### config.mk
export PLATFORM = sky130hd
export DESIGN_NAME = edf_task_scheduler_top_flat
export DESIGN_NICKNAME = d
export VERILOG_FILES = /design/src/hdl/edf_pkg.sv /design/src/hdl/edf_in_if.sv /design/src/hdl/edf_out_if.sv /design/src/hdl/edf_ctrl.sv /design/src/hdl/edf_dp.sv /design/src/hdl/edf_task_scheduler_top.sv /design/src/flat_wrapper.sv
export VERILOG_INCLUDE_DIRS = /design/src /design/src/hdl
export SDC_FILE = /design/constraint.sdc
export NUM_CORES = 2
export LEC_CHECK = 0
export ABC_AREA = 1
export BUFFER_PORTS_ARGS = -buffer_cell sky130_fd_sc_hd__buf_2
export CAP_MARGIN = 20
export CORE_MARGIN = 4
export CORE_UTILIZATION = 30
export DETAILED_ROUTE_END_ITERATION = 10
export PLACE_DENSITY_LB_ADDON = 0.1
export SYNTH_ARGS = -nofsm -noshare
export SYNTH_HDL_FRONTEND = slang
export SYNTH_SLANG_ARGS = --single-unit
export TNS_END_PERCENT = 1
### constraint.sdc
create_clock -name clk -period 8.8 [get_ports clk]
set_clock_uncertainty 0.2 [all_clocks]
set_input_delay 0 -clock clk [delete_from_list [all_inputs] [get_ports clk]]
set_output_delay 0 -clock clk [all_outputs]
set_load 0.05 [all_outputs]
### src/hdl/edf_task_scheduler_top_macros.svh
// Assertion macros shared by the scheduler controller and datapath.
// Expects clk and rst_n in the scope of each use; depends on nothing else.
`ifndef EDF_TASK_SCHEDULER_TOP_MACROS_SVH
`define EDF_TASK_SCHEDULER_TOP_MACROS_SVH
`ifndef SYNTH
// Consequent must hold in the same cycle as the antecedent
`define EDF_ASSERT_SAME(label, ante, cons, msg) \
  label: assert property (@(posedge clk) disable iff (!rst_n) (ante) |-> (cons)) \
    else $error(msg);
// Consequent must hold in the cycle after the antecedent
`define EDF_ASSERT_NEXT(label, ante, cons, msg) \
  label: assert property (@(posedge clk) disable iff (!rst_n) (ante) |=> (cons)) \
    else $error(msg);
`else
`define EDF_ASSERT_SAME(label, ante, cons, msg)
`define EDF_ASSERT_NEXT(label, ante, cons, msg)
`endif
`endif

### src/hdl/edf_pkg.sv
// Package of the EDF task scheduler: sizes, opcodes, FSM states and the
// structs passed between controller and datapath. Depends on nothing.
package edf_pkg;

  // Table size and time width
  localparam int MAX_TASKS = 8;
  localparam int TIME_W    = 32;
  localparam int IDX_W     = (MAX_TASKS > 1) ? $clog2(MAX_TASKS) : 1;
  localparam int CNT_W     = $clog2(MAX_TASKS + 1);

  // Fixed field widths
  localparam int ACT_W  = 4;
  localparam int TIDX_W = 3;
  localparam int WORK_W = 16;
  localparam int TICK_W = 32;
  localparam int RUN_W  = 3;
  localparam int MASK_W = 8;
  localparam int BUSY_W = 32;
  localparam int MISS_W = 16;
  localparam int CMP_W  = (ACT_W > CNT_W) ? ACT_W : CNT_W;

  localparam logic [ACT_W-1:0] ACT_RESET = ACT_W'(1);

  typedef enum logic {
    OP_LOAD = 1'b0,
    OP_TICK = 1'b1
  } edf_op_t;

  typedef enum logic [2:0] {
    S_IDLE,
    S_LOAD,
    S_SCAN,
    S_DRAIN,
    S_FINISH
  } edf_state_t;

  typedef struct packed {
    logic              opcode;
    logic [TIDX_W-1:0] task_index;
    logic [WORK_W-1:0] arrival;
    logic [WORK_W-1:0] burst;
    logic [WORK_W-1:0] period;
  } edf_item_t;

  typedef struct packed {
    logic [TICK_W-1:0] tick_time;
    logic [RUN_W-1:0]  running_task;
    logic              cpu_idle;
    logic [MASK_W-1:0] missed_mask;
    logic [BUSY_W-1:0] busy_ticks;
    logic [MISS_W-1:0] miss_total;
  } edf_result_t;

  // Controller to datapath
  typedef struct packed {
    logic             capture;
    logic             load_wr;
    logic             scan_en;
    logic [IDX_W-1:0] scan_idx;
    logic             finish;
  } edf_cmd_t;

  // Datapath to controller
  typedef struct packed {
    logic             op_tick;
    logic [CNT_W-1:0] n_act;
    logic             out_free;
  } edf_sts_t;

endpackage

### src/hdl/edf_in_if.sv
// Input channel of the EDF scheduler: valid/ready plus one item.
// Depends on edf_pkg for field widths.
interface edf_in_if;
  logic                           valid;
  logic                           ready;
  logic                           opcode;
  logic [edf_pkg::TIDX_W-1:0]     task_index;
  logic [edf_pkg::WORK_W-1:0]     arrival;
  logic [edf_pkg::WORK_W-1:0]     burst;
  logic [edf_pkg::WORK_W-1:0]     period;

  modport source (output valid, opcode, task_index, arrival, burst, period, input ready);
  modport sink   (input valid, opcode, task_index, arrival, burst, period, output ready);
endinterface

### src/hdl/edf_out_if.sv
// Result channel of the EDF scheduler: valid/ready plus one tick result.
// Depends on edf_pkg for field widths.
interface edf_out_if;
  logic                         valid;
  logic                         ready;
  logic [edf_pkg::TICK_W-1:0]   tick_time;
  logic [edf_pkg::RUN_W-1:0]    running_task;
  logic                         cpu_idle;
  logic [edf_pkg::MASK_W-1:0]   missed_mask;
  logic [edf_pkg::BUSY_W-1:0]   busy_ticks;
  logic [edf_pkg::MISS_W-1:0]   miss_total;

  modport source (output valid, tick_time, running_task, cpu_idle, missed_mask,
                  busy_ticks, miss_total, input ready);
  modport sink   (input valid, tick_time, running_task, cpu_idle, missed_mask,
                  busy_ticks, miss_total, output ready);
endinterface

### src/hdl/edf_ctrl.sv
// Controller FSM of the EDF scheduler: sequences load, table scan and finish.
// Depends on edf_pkg and edf_task_scheduler_top_macros.svh.
`include "edf_task_scheduler_top_macros.svh"

module edf_ctrl (
  input  logic               clk,
  input  logic               rst_n,
  input  logic               in_valid,
  output logic               in_ready,
  input  edf_pkg::edf_sts_t  sts,
  output edf_pkg::edf_cmd_t  cmd
);

  edf_pkg::edf_state_t          state_r, state_nxt;
  logic [edf_pkg::CNT_W-1:0]    cnt_r, cnt_nxt;
  logic                         accept;

  assign accept = in_valid && in_ready;

  // Next state and scan counter
  always_comb begin
    state_nxt = state_r;
    cnt_nxt   = cnt_r;
    case (state_r)
      edf_pkg::S_IDLE: begin
        if (accept) begin
          cnt_nxt = '0;
          if (sts.op_tick) begin
            state_nxt = (sts.n_act == '0) ? edf_pkg::S_DRAIN : edf_pkg::S_SCAN;
          end else begin
            state_nxt = edf_pkg::S_LOAD;
          end
        end
      end
      edf_pkg::S_LOAD: begin
        state_nxt = edf_pkg::S_IDLE;
      end
      edf_pkg::S_SCAN: begin
        if (cnt_r == sts.n_act - edf_pkg::CNT_W'(1)) begin
          state_nxt = edf_pkg::S_DRAIN;
        end else begin
          cnt_nxt = cnt_r + edf_pkg::CNT_W'(1);
        end
      end
      edf_pkg::S_DRAIN: begin
        state_nxt = edf_pkg::S_FINISH;
      end
      edf_pkg::S_FINISH: begin
        if (sts.out_free) begin
          state_nxt = edf_pkg::S_IDLE;
        end
      end
      default: begin
        state_nxt = edf_pkg::S_IDLE;
      end
    endcase
  end

  // Commands to the datapath
  always_comb begin
    in_ready     = (state_r == edf_pkg::S_IDLE);
    cmd.capture  = accept;
    cmd.load_wr  = (state_r == edf_pkg::S_LOAD);
    cmd.scan_en  = (state_r == edf_pkg::S_SCAN);
    cmd.scan_idx = cnt_r[edf_pkg::IDX_W-1:0];
    cmd.finish   = (state_r == edf_pkg::S_FINISH) && sts.out_free;
  end

  always_ff @(posedge clk) begin
    if (!rst_n) begin
      state_r <= edf_pkg::S_IDLE;
      cnt_r   <= '0;
    end else begin
      state_r <= state_nxt;
      cnt_r   <= cnt_nxt;
    end
  end

  `EDF_ASSERT_SAME(a_scan_in_range, state_r == edf_pkg::S_SCAN, cnt_r < sts.n_act, "scan index past active tasks")
  `EDF_ASSERT_NEXT(a_tick_starts_scan, accept && sts.op_tick, state_r == edf_pkg::S_SCAN || state_r == edf_pkg::S_DRAIN, "tick did not start a scan")
  `EDF_ASSERT_NEXT(a_finish_to_idle, cmd.finish, state_r == edf_pkg::S_IDLE, "finish did not return to idle")

endmodule

### src/hdl/edf_dp.sv
// Datapath of the EDF scheduler: task tables, release/select scan,
// counters and the result register. Depends on edf_pkg and the macro header.
`include "edf_task_scheduler_top_macros.svh"

module edf_dp (
  input  logic                         clk,
  input  logic                         rst_n,
  input  logic                         cfg_we,
  input  logic [edf_pkg::ACT_W-1:0]    cfg_wdata,
  input  edf_pkg::edf_item_t           in_item,
  input  edf_pkg::edf_cmd_t            cmd,
  output edf_pkg::edf_sts_t            sts,
  output logic                         out_valid,
  input  logic                         out_ready,
  output edf_pkg::edf_result_t         out_res
);

  localparam int N  = edf_pkg::MAX_TASKS;
  localparam int TW = edf_pkg::TIME_W;
  localparam int WW = edf_pkg::WORK_W;

  // Task tables
  logic [WW-1:0] burst_r  [N];
  logic [WW-1:0] period_r [N];
  logic [WW-1:0] rem_r    [N];
  logic [TW-1:0] rel_r    [N];
  logic [TW-1:0] dl_r     [N];
  logic [WW-1:0] burst_nxt  [N];
  logic [WW-1:0] period_nxt [N];
  logic [WW-1:0] rem_nxt    [N];
  logic [TW-1:0] rel_nxt    [N];
  logic [TW-1:0] dl_nxt     [N];

  logic [TW-1:0]                  time_r;
  logic [edf_pkg::BUSY_W-1:0]     busy_r;
  logic [edf_pkg::MISS_W-1:0]     miss_r, miss_nxt;
  logic [edf_pkg::ACT_W-1:0]      act_r;
  edf_pkg::edf_item_t             item_r;

  // Scan pipeline and running minimum
  logic                           pv_r;
  logic [WW-1:0]                  p_rem_r;
  logic [TW-1:0]                  p_dl_r;
  logic [edf_pkg::IDX_W-1:0]      p_idx_r;
  logic                           found_r;
  logic [TW-1:0]                  best_r;
  logic [edf_pkg::IDX_W-1:0]      sel_r;
  logic [edf_pkg::MASK_W-1:0]     mask_r;

  logic                           out_valid_r;
  edf_pkg::edf_result_t           out_res_r;

  logic [edf_pkg::IDX_W-1:0]      k;
  logic                           hit;
  logic                           miss;
  logic [TW-1:0]                  rel_sum;
  logic [WW-1:0]                  s_rem;
  logic [TW-1:0]                  s_dl;
  logic                           take;
  logic                           ld_ok;
  logic [edf_pkg::IDX_W-1:0]      ld_idx;

  // Active count clipped to the table size
  assign sts.n_act    = (edf_pkg::CMP_W'(act_r) > edf_pkg::CMP_W'(N)) ?
                        edf_pkg::CNT_W'(N) : edf_pkg::CNT_W'(act_r);
  assign sts.op_tick  = (in_item.opcode == edf_pkg::OP_TICK);
  assign sts.out_free = !out_valid_r || out_ready;

  // Release check for the scanned entry
  assign k       = cmd.scan_idx;
  assign hit     = (rel_r[k] == time_r);
  assign miss    = hit && (rem_r[k] != '0);
  assign rel_sum = rel_r[k] + TW'(period_r[k]);
  assign s_rem   = hit ? burst_r[k] : rem_r[k];
  assign s_dl    = hit ? rel_sum : dl_r[k];

  // Compare the previous entry against the running minimum
  assign take = pv_r && (p_rem_r != '0) && (!found_r || (p_dl_r < best_r));

  assign ld_ok  = int'(item_r.task_index) < N;
  assign ld_idx = edf_pkg::IDX_W'(item_r.task_index);

  // Table updates: load, scan write-back, finish decrement
  always_comb begin
    burst_nxt  = burst_r;
    period_nxt = period_r;
    rem_nxt    = rem_r;
    rel_nxt    = rel_r;
    dl_nxt     = dl_r;
    if (cmd.load_wr && ld_ok) begin
      burst_nxt[ld_idx]  = item_r.burst;
      period_nxt[ld_idx] = item_r.period;
      rem_nxt[ld_idx]    = '0;
      rel_nxt[ld_idx]    = TW'(item_r.arrival);
      dl_nxt[ld_idx]     = TW'(item_r.arrival) + TW'(item_r.period);
    end
    if (cmd.scan_en) begin
      rem_nxt[k] = s_rem;
      rel_nxt[k] = hit ? rel_sum : rel_r[k];
      dl_nxt[k]  = s_dl;
    end
    if (cmd.finish && found_r) begin
      rem_nxt[sel_r] = rem_r[sel_r] - WW'(1);
    end
  end

  // Saturating miss count
  always_comb begin
    miss_nxt = miss_r;
    if (cmd.scan_en && miss && (miss_r != '1)) begin
      miss_nxt = miss_r + edf_pkg::MISS_W'(1);
    end
  end

  always_ff @(posedge clk) begin
    if (!rst_n) begin
      for (int i = 0; i < N; i++) begin
        burst_r[i]  <= '0;
        period_r[i] <= '0;
        rem_r[i]    <= '0;
        rel_r[i]    <= '0;
        dl_r[i]     <= '0;
      end
      time_r      <= '0;
      busy_r      <= '0;
      miss_r      <= '0;
      act_r       <= edf_pkg::ACT_RESET;
      pv_r        <= 1'b0;
      found_r     <= 1'b0;
      mask_r      <= '0;
      out_valid_r <= 1'b0;
    end else begin
      burst_r  <= burst_nxt;
      period_r <= period_nxt;
      rem_r    <= rem_nxt;
      rel_r    <= rel_nxt;
      dl_r     <= dl_nxt;
      miss_r   <= miss_nxt;
      pv_r     <= cmd.scan_en;

      if (cfg_we) begin
        act_r <= cfg_wdata;
      end

      // Clear per-tick selection on a new item
      if (cmd.capture) begin
        found_r <= 1'b0;
        mask_r  <= '0;
      end else begin
        if (take) begin
          found_r <= 1'b1;
        end
        if (cmd.scan_en && miss && (int'(k) < edf_pkg::MASK_W)) begin
          mask_r[edf_pkg::RUN_W'(k)] <= 1'b1;
        end
      end

      // Advance time and the busy count at the end of a tick
      if (cmd.finish) begin
        time_r <= time_r + TW'(1);
        if (found_r && (busy_r != '1)) begin
          busy_r <= busy_r + edf_pkg::BUSY_W'(1);
        end
      end

      // Hold the result until the transfer completes
      if (cmd.finish) begin
        out_valid_r <= 1'b1;
      end else if (out_ready) begin
        out_valid_r <= 1'b0;
      end
    end
  end

  // Payload registers
  always_ff @(posedge clk) begin
    if (cmd.capture) begin
      item_r <= in_item;
    end
    if (cmd.scan_en) begin
      p_rem_r <= s_rem;
      p_dl_r  <= s_dl;
      p_idx_r <= k;
    end
    if (take) begin
      best_r <= p_dl_r;
      sel_r  <= p_idx_r;
    end
    if (cmd.finish) begin
      out_res_r.tick_time    <= edf_pkg::TICK_W'(time_r);
      out_res_r.running_task <= found_r ? edf_pkg::RUN_W'(sel_r) : '0;
      out_res_r.cpu_idle     <= !found_r;
      out_res_r.missed_mask  <= mask_r;
      out_res_r.busy_ticks   <= (found_r && (busy_r != '1)) ?
                                busy_r + edf_pkg::BUSY_W'(1) : busy_r;
      out_res_r.miss_total   <= miss_r;
    end
  end

  assign out_valid = out_valid_r;
  assign out_res   = out_res_r;

  `EDF_ASSERT_NEXT(a_pipe_follows_scan, cmd.scan_en, pv_r, "scan without compare")
  `EDF_ASSERT_SAME(a_sel_has_work, cmd.finish && found_r, rem_r[sel_r] != '0, "no work")
  `EDF_ASSERT_SAME(a_out_from_finish, $rose(out_valid_r), $past(cmd.finish), "stray result")

endmodule

### src/hdl/edf_task_scheduler_top.sv
// Top level of the EDF periodic task scheduler: joins controller and datapath
// to the channel interfaces. Depends on edf_pkg, edf_in_if, edf_out_if.
//
//   channel   dir   handshake        payload
//   in_ch     in    valid/ready      opcode, task_index, arrival, burst, period
//   out_ch    out   valid/ready      tick_time .. miss_total, one per tick
//   cfg       in    cfg_we           cfg_wdata = active_tasks
//
// A load passes through the LOAD state. A tick runs SCAN over n = active tasks
// clipped to the table size (SCAN is skipped when n is 0): the scan reads one task
// entry per cycle, one compare stage drains in DRAIN, and FINISH writes the result.
// The result register holds a finished tick while the next item is accepted;
// a later tick waits in its finish cycle until that result is transferred.
// Reset (rst_n low, synchronous) clears all tables, time and counters and
// sets active_tasks to 1.
module edf_task_scheduler_top (
  input  logic                        clk,
  input  logic                        rst_n,
  edf_in_if.sink                      in_ch,
  edf_out_if.source                   out_ch,
  input  logic                        cfg_we,
  input  logic [edf_pkg::ACT_W-1:0]   cfg_wdata
);

  edf_pkg::edf_cmd_t     cmd;
  edf_pkg::edf_sts_t     sts;
  edf_pkg::edf_item_t    in_item;
  edf_pkg::edf_result_t  out_res;

  // Gather the input payload
  assign in_item.opcode     = in_ch.opcode;
  assign in_item.task_index = in_ch.task_index;
  assign in_item.arrival    = in_ch.arrival;
  assign in_item.burst      = in_ch.burst;
  assign in_item.period     = in_ch.period;

  edf_ctrl u_ctrl (
    .clk      (clk),
    .rst_n    (rst_n),
    .in_valid (in_ch.valid),
    .in_ready (in_ch.ready),
    .sts      (sts),
    .cmd      (cmd)
  );

  edf_dp u_dp (
    .clk       (clk),
    .rst_n     (rst_n),
    .cfg_we    (cfg_we),
    .cfg_wdata (cfg_wdata),
    .in_item   (in_item),
    .cmd       (cmd),
    .sts       (sts),
    .out_valid (out_ch.valid),
    .out_ready (out_ch.ready),
    .out_res   (out_res)
  );

  // Spread the result onto the output channel
  assign out_ch.tick_time    = out_res.tick_time;
  assign out_ch.running_task = out_res.running_task;
  assign out_ch.cpu_idle     = out_res.cpu_idle;
  assign out_ch.missed_mask  = out_res.missed_mask;
  assign out_ch.busy_ticks   = out_res.busy_ticks;
  assign out_ch.miss_total   = out_res.miss_total;

endmodule
### src/flat_wrapper.sv
// flat-port wrapper written by rule: the top's interface ports become plain ports
module edf_task_scheduler_top_flat 
  (clk, rst_n, cfg_we, cfg_wdata, in_ch_valid, in_ch_opcode, in_ch_task_index, in_ch_arrival, in_ch_burst, in_ch_period, in_ch_ready, out_ch_valid, out_ch_tick_time, out_ch_running_task, out_ch_cpu_idle, out_ch_missed_mask, out_ch_busy_ticks, out_ch_miss_total, out_ch_ready);
  edf_in_if in_ch_i ();
  edf_out_if out_ch_i ();
  input  logic clk;
  input  logic rst_n;
  input  logic cfg_we;
  input  logic [edf_pkg::ACT_W-1:0] cfg_wdata;
  input wire logic [$bits(in_ch_i.valid)-1:0] in_ch_valid;
  input wire logic [$bits(in_ch_i.opcode)-1:0] in_ch_opcode;
  input wire logic [$bits(in_ch_i.task_index)-1:0] in_ch_task_index;
  input wire logic [$bits(in_ch_i.arrival)-1:0] in_ch_arrival;
  input wire logic [$bits(in_ch_i.burst)-1:0] in_ch_burst;
  input wire logic [$bits(in_ch_i.period)-1:0] in_ch_period;
  output wire logic [$bits(in_ch_i.ready)-1:0] in_ch_ready;
  output wire logic [$bits(out_ch_i.valid)-1:0] out_ch_valid;
  output wire logic [$bits(out_ch_i.tick_time)-1:0] out_ch_tick_time;
  output wire logic [$bits(out_ch_i.running_task)-1:0] out_ch_running_task;
  output wire logic [$bits(out_ch_i.cpu_idle)-1:0] out_ch_cpu_idle;
  output wire logic [$bits(out_ch_i.missed_mask)-1:0] out_ch_missed_mask;
  output wire logic [$bits(out_ch_i.busy_ticks)-1:0] out_ch_busy_ticks;
  output wire logic [$bits(out_ch_i.miss_total)-1:0] out_ch_miss_total;
  input wire logic [$bits(out_ch_i.ready)-1:0] out_ch_ready;
  assign in_ch_i.valid = in_ch_valid;
  assign in_ch_i.opcode = in_ch_opcode;
  assign in_ch_i.task_index = in_ch_task_index;
  assign in_ch_i.arrival = in_ch_arrival;
  assign in_ch_i.burst = in_ch_burst;
  assign in_ch_i.period = in_ch_period;
  assign in_ch_ready = in_ch_i.ready;
  assign out_ch_valid = out_ch_i.valid;
  assign out_ch_tick_time = out_ch_i.tick_time;
  assign out_ch_running_task = out_ch_i.running_task;
  assign out_ch_cpu_idle = out_ch_i.cpu_idle;
  assign out_ch_missed_mask = out_ch_i.missed_mask;
  assign out_ch_busy_ticks = out_ch_i.busy_ticks;
  assign out_ch_miss_total = out_ch_i.miss_total;
  assign out_ch_i.ready = out_ch_ready;
  edf_task_scheduler_top u_core (.clk(clk), .rst_n(rst_n), .in_ch(in_ch_i), .out_ch(out_ch_i), .cfg_we(cfg_we), .cfg_wdata(cfg_wdata));
endmodule
# Word level (Yosys, flattened, before mapping)
# Cells that the tools add are included.
# word_totals
register_bits,1227
input_bits,61
output_inout_bits,94
# op_classes
addsub,8
magnitude_cmp,10
n_eq_ne,12
n_mux,61
bitwise,7
n_reduce_logical,26
# ops
op,n
$bwmux 256,4
$mux 256,4
$bwmux 128,4
$mux 128,3
$mux 32,9
$bmux 16 s3,4
$bmux 32 s3,2
$demux 32 s3,2
$mux 16,12
$demux 16 s3,3
$and 128x128->128,1
$not 128->128,1
$add 32x1->32 const B,2
$add 32x16->32,1
$eq 32x32->1,1
$lt 32x32->1,1
$ne 32x32->1 const B,1
$reduce_bool 16->1,2
$add 16x16->17,1
$add 16x1->16 const B,1
$ne 16x16->1 const B,1
$sub 16x1->16 const B,1
$logic_and 1x1->1,13
$ge 4x4->1 const B,3
29 further kinds,47

# Longest topological paths before layout
# logic_depth
word_depth,12
mapped_depth,29
depth_no_buf,23

# Hierarchy
# From an unflattened synthesis, not the netlist that was laid out.
# hier_totals
cells_unflattened,9065
area_unflattened_um2,62662.6
# by_module_without_submodules
module,instances,cells_per_inst,area_per_inst_um2
edf_dp,1,8967,62034.5
edf_ctrl,1,98,628.1

# Least setup slack after synthesis
# No wires, ideal clock.
# synth_path
path_kind,register to register
from,register u_core.u_ctrl.cnt_r[0] in the netlist's numbering
to,register u_core.u_dp.rel_r[152] in the netlist's numbering
arrival_ns,4.266
required_time_ns,8.485
slack_ns,4.218
path_stages_with_launch,28
path_buffers,8
synth_period_minus_slack_ns,4.582
cell_sequence,dfxtp_1 buf_6 buf_6 buf_4 buf_4 nand2_1 inv_1 buf_2 buf_2 buf_2 clkbuf_1 a221oi_1 o2111ai_1 ha_1 fa_1 nand3_1 nand2_1 nand2_1 nand2_1 a21boi_0 o21ai_0 nand2_1 nor2_1 xor2_1 nand2_1 nand2_2 o21ai_0 inv_1
# synth_between
elab_chain_cells,8
elab_cells_between_ends,17
classes_between,add/sub (1); order compare (2); eq/ne (1); mux (11); bitwise (1); reduce/logical (1)
# synth_rtl
element,line_no,text
from (decl),edf_ctrl.sv:15,"logic [edf_pkg::CNT_W-1:0] cnt_r, cnt_nxt;"
from (signal assigned),edf_ctrl.sv:75,cnt_r <= cnt_nxt;
$not 3->4 (*),"edf_dp.sv:71, edf_dp.sv:73, edf_dp.sv:99",
$bmux 32 s3 / $bmux 16 s3 (equally long branches),"edf_dp.sv:71, edf_dp.sv:73, edf_dp.sv:99",
$mux 32 (implied by the code) / $mux 16 (equally long branches) (2 in a row),"edf_dp.sv:71, edf_dp.sv:73, edf_dp.sv:99",
$add 32x16->32 / $eq 32x32->1 (equally long branches),"edf_dp.sv:73, edf_dp.sv:71",
$mux 32,edf_dp.sv:99,rel_nxt[k] = hit ? rel_sum : rel_r[k];
$bwmux 256 (*),edf_dp.sv:99,
$mux 256 (*),edf_dp.sv:97,if (cmd.scan_en) begin
to (signal assigned),edf_dp.sv:136,rel_r <= rel_nxt;
to (decl),edf_dp.sv:26,logic [TW-1:0] rel_r [N];
# Mark *: on every way between the ends. The rest lies on a longest branch, timed or not. The select of a mux whose other input is x is not followed.
# A chain may end at the register's enable or synchronous reset.

# Final worst setup path
# layout_path
from,register u_core.u_ctrl.cnt_r[1] in the netlist's numbering
to,register u_core.u_dp.dl_r[214] in the netlist's numbering
# layout_between
elab_chain_cells,8
elab_cells_between_ends,20
classes_between,add/sub (1); order compare (2); eq/ne (1); mux (14); bitwise (1); reduce/logical (1)
# layout_rtl
element,line_no,text
$not 3->4 (implied by the code) (*),"edf_dp.sv:71, edf_dp.sv:73, edf_dp.sv:75",
$bmux 32 s3 / $bmux 16 s3 (equally long branches),"edf_dp.sv:71, edf_dp.sv:73",
$mux 32 (implied by the code) / $mux 16 (equally long branches) (2 in a row),"edf_dp.sv:71, edf_dp.sv:73",
$add 32x16->32 / $eq 32x32->1 (equally long branches),"edf_dp.sv:73, edf_dp.sv:71",
$mux 32 (*),edf_dp.sv:75,assign s_dl = hit ? rel_sum : dl_r[k];
net u_core.u_dp.s_dl[22],edf_dp.sv:58,logic [TW-1:0] s_dl;
$bwmux 256 (*),edf_dp.sv:100,dl_nxt[k] = s_dl;
$mux 256 (*),edf_dp.sv:97,
to (signal assigned),edf_dp.sv:137,dl_r <= dl_nxt;
to (decl),edf_dp.sv:27,logic [TW-1:0] dl_r [N];
# The timed path passes the listed nets; every way through them passes the cells marked *. The select of a mux whose other input is x is not followed.

==> impl_results.md <==
- Die X: 464 um
- P_int: 10.3 mW
- Total negative setup slack: 0 ns
- Comb pwr share: 19.3%
- Tightest Hold Check Type: input pin to register
- Clk sinks: 1,227
- Synth warn: 0
- Unrepaired setup endpoints after global routing: no
- Post-DP HPWL: 168,000 um
- Via count: 63,200
- Hold Fails Final Rpt: 0
- Setup bufs post-CTS: 0
- Layout area overhead: 14.9%
- Most frequent cells in the layout: 2,060 x nand2_1, 995 x dfxtp_1, 918 x inv_1
- H-tree levels: 4
- Clk Latency, worst-skew pair: 0.81 ns
- Fin crit period: 6.56 ns
- CP peak stage delay: 0.89 ns
- Global-route wire length before repair: 418,000 um
- Fmax: 0.153 GHz
- R2r setup slk: 2.24 ns
- Mapped Cells: 8,921
- Hold EP: u_core.u_ctrl.cnt_r[0]
- Clk network pwr share: 41.1%
- Clock Root Buffer: clkbuf_16
- Max-cap violations: 0
- # fillers: 22,200
- Post-CTS sizing: 0
- Switching part of the total: 34.0%
- Setup violators final: 0
- CP most frequent cell: nand2_1
- Headroom to the max-slew limit: 10.2%
- Setup crit start kind: register
- Clock buffer depth: 3
- IO Pins: 155
- Sequential fraction of the synthesis area: 43.1%
- Total die area: 215,000 sq um
- Min-Delay Startpoint: in_ch_valid
- Syn Nets: 9,054
- Drt via density: 5.39
- EDFF count, synth: 229
- Storage cell area: 26,900 sq um
- Antenna violations before repair: 3
- Die Span Y: 464 um
- Final period util: 74.5%
- CTS tree: done
- PortBufs: 154
- Critical path class: register to register
- Post-synth cell types: 55
- Cell depth of the worst hold path: 8
- CTS Buf Count: 150
- Core footprint: 207,000 sq um
- Predominant post-synthesis flop cell: dfxtp_1
- Most common cell after layout, fill and taps aside: nand2_1
- Critical R2R Capture: u_core.u_dp.dl_r[214]
- Drt pass-1 iters: 6
- Starting density of the core: 30.1%
- PwrDens: 218 nW/um^2
- Flop pwr share: 39.6%
- Flops & latches, synth: 1,227
- Worst slew pin tran: 1.35 ns
- Share of cells above drive strength 1: 7.46%
- Fin util: 34.7%
- Vias in the first global route: 59,000
- Slowest cell on the critical path: dfxtp_4
- Leakage Power: 29.0 nW
- Area of the multi-input gates: 29,600 sq um
- Routed WL: 288,000 um
- Avg Synthesized Cell Area: 6.99 sq um
- Gr usage total: 25.8%
- Worst r2r path cells: 18
- Iteration-0 DRC Markers: 6,488
- Psw: 5.32 mW
- Crit Path Max Fanout: 50
- Status: finished clean
- CP Cell Sequence: nor2_2 > nand2_1 > clkinv_2 > buf_4 > a221oi_1 > o2111ai_1 > ha_1 > a21oi_1 > o21ai_0 > a21oi_1 > nand2_1 > nand2_1 > nand2_1 > a21boi_0 > o21ai_2 > nand2_2 > nand2_1 > a21oi_1
- Worst setup EP type: register
- Grt ovf: 0
- Drt wl/cell: 24.5 um
- Max IR drop VDD: 201 uV
- Slew Limit Fails: 0
- DRC: 0
- Fin nets: 9,030
- Synth async-reset ratio: 0%
- DRT antenna net count: 0
- Origin of the critical flop-to-flop path: u_core.u_ctrl.cnt_r[1]
- Clk slew on worst S/H paths: 0.06 ns
- CP required: 9.21 ns
- Row Count: 167
- Largest net degree at the start of global routing: 256
- Synthesized cell area: 62,400 sq um
- Arrival time worst endpoint: 6.96 ns
- Placer congestion estimate: 0.885
power by group through the flow:
| stage | Clock (mW) | Sequential (mW) | Combinational (mW) |
|---|---|---|---|
| after CTS | 6.57 | 6.19 | 2.97 |
| final | 6.43 | 6.20 | 3.02 |
| after detailed placement | 0 | 6.32 | 2.91 |
| after global routing | 6.78 | 6.22 | 3.20 |
| after floorplan | 0 | 6.22 | 1.76 |
| after global placement | 0 | 6.31 | 2.90 |
layout make-up:
type / count / share of cell area [%]
clock buffers: 222 / 6.17
repair buffers: 415 / 4.41
well taps: 2704 / 4.72
inverters: 959 / 5.06
diodes: 2 / 0.00698
flip-flops and latches: 1227 / 37.5
multi-input cells: 6144 / 41.3
clock inverters: 56 / 0.864
cells by family (layout without fill, tap and decap cells):
group,after synthesis,count (layout),synth area share [%]
simple gates,3768,3768,25.2
flops,1227,1227,43.1
other cells,0,2,0
compound gates,2219,2219,19.3
fa+ha+maj,72,72,1.47
buf+inv,1550,1652,9.78
xor+xnor,85,85,1.19
timing repair:
item / 4_1_cts / 5_1_grt
setup endpoints to repair: 0 / 0
hold buffers: 130 / 0
hold endpoints to repair: 487 / 0
per-stage QoR:
step	setup slack, ns	hold WS (ns)	total power [mW]	instances	cell area (sq um)
final	2.24	0.220	15.6	11700	71700
after CTS	2.38	0.159	15.7	11700	71600
after global placement	2.59	-0.0239	9.22	11300	65300
after global routing	2.01	0.206	16.2	11700	71700
after detailed placement	2.41	-0.0219	9.23	11300	65300
after floorplan	4.22	-0.101	7.99	8921	62400
critical path: cells and delay by family, from the launching register on:
| kind | cells | cell delay [ns] |
|---|---|---|
| AO/OA/AOI/OAI | 8 | 1.78 |
| AND/OR/NAND/NOR | 7 | 1.78 |
| buffers and inverters | 2 | 1.13 |
| flip-flops | 1 | 0.89 |
| adder cells (fa/ha/maj) | 1 | 0.49 |
sequential cells by signal (all words and copies together) (netlist names), 4 cells and up:
name                  flops
u_core.u_ctrl.cnt_r       4
u_core.u_dp.act_r         4
u_core.u_dp.best_r       32
u_core.u_dp.burst_r     128
u_core.u_dp.busy_r       32
u_core.u_dp.dl_r        256
u_core.u_dp.item_r       48
u_core.u_dp.mask_r        8
u_core.u_dp.miss_r       16
u_core.u_dp.out_res      92
u_core.u_dp.p_dl_r       32
u_core.u_dp.p_rem_r      16
u_core.u_dp.period_r    128
u_core.u_dp.rel_r       256
u_core.u_dp.rem_r       128
u_core.u_dp.time_r       32
Yosys cell counts, types with 4 or more instances:
library cell,number,area (sq um)
nand2_2,63,394
edfxtp_1,229,6880
o21a_1,10,75.1
o21bai_1,13,97.6
xor2_1,70,613
a21o_1,4,30.0
buf_6,21,236
nand3_1,716,3580
buf_1,71,267
clkbuf_1,421,1580
a31oi_1,5,31.3
nor2_2,4,25.0
a21oi_1,918,4590
o21ai_2,8,70.1
o21ai_1,55,275
nand2_1,2069,7770
nand3_2,4,40.0
o21ai_0,896,4480
buf_2,70,350
o22ai_1,73,457
o31ai_1,36,270
dfxtp_1,998,20000
xnor2_1,15,131
inv_1,933,3500
a221oi_1,54,473
or2_2,4,25.0
clkinv_1,9,33.8
nand3b_1,8,60.1
a211oi_1,6,45.0
o211ai_1,30,225
inv_2,16,60.1
a22o_1,24,210
ha_1,70,876
nand4_1,111,694
o2111ai_1,11,96.3
a22oi_1,69,518
nor3_1,45,225
buf_4,7,52.6
nor4_1,24,150
nor2_1,708,2660
worst max-delay path by stage:
| stage | from | end | slack (ns) |
|---|---|---|---|
| final | u_core.u_ctrl.cnt_r[1] | u_core.u_dp.dl_r[214] | 2.24 |
| after floorplan | u_core.u_ctrl.cnt_r[0] | u_core.u_dp.rel_r[152] | 4.22 |
| after global placement | u_core.u_ctrl.cnt_r[1] | u_core.u_dp.rel_r[150] | 2.59 |
| after detailed placement | u_core.u_ctrl.cnt_r[1] | u_core.u_dp.dl_r[214] | 2.41 |
| after global routing | u_core.u_ctrl.cnt_r[1] | u_core.u_dp.dl_r[214] | 2.01 |
| after CTS | u_core.u_ctrl.cnt_r[1] | u_core.u_dp.dl_r[214] | 2.38 |
routing by layer:
layer  global-route usage (%)  up-vias  routed length, um
li1                         -    29500                  -
met1                     36.2    30600             130000
met2                     41.1     2635             128000
met3                     3.78      446              21600
met4                     7.18        4               8190
met5                        0        -                 22
Power figures use the tool's default switching activity.
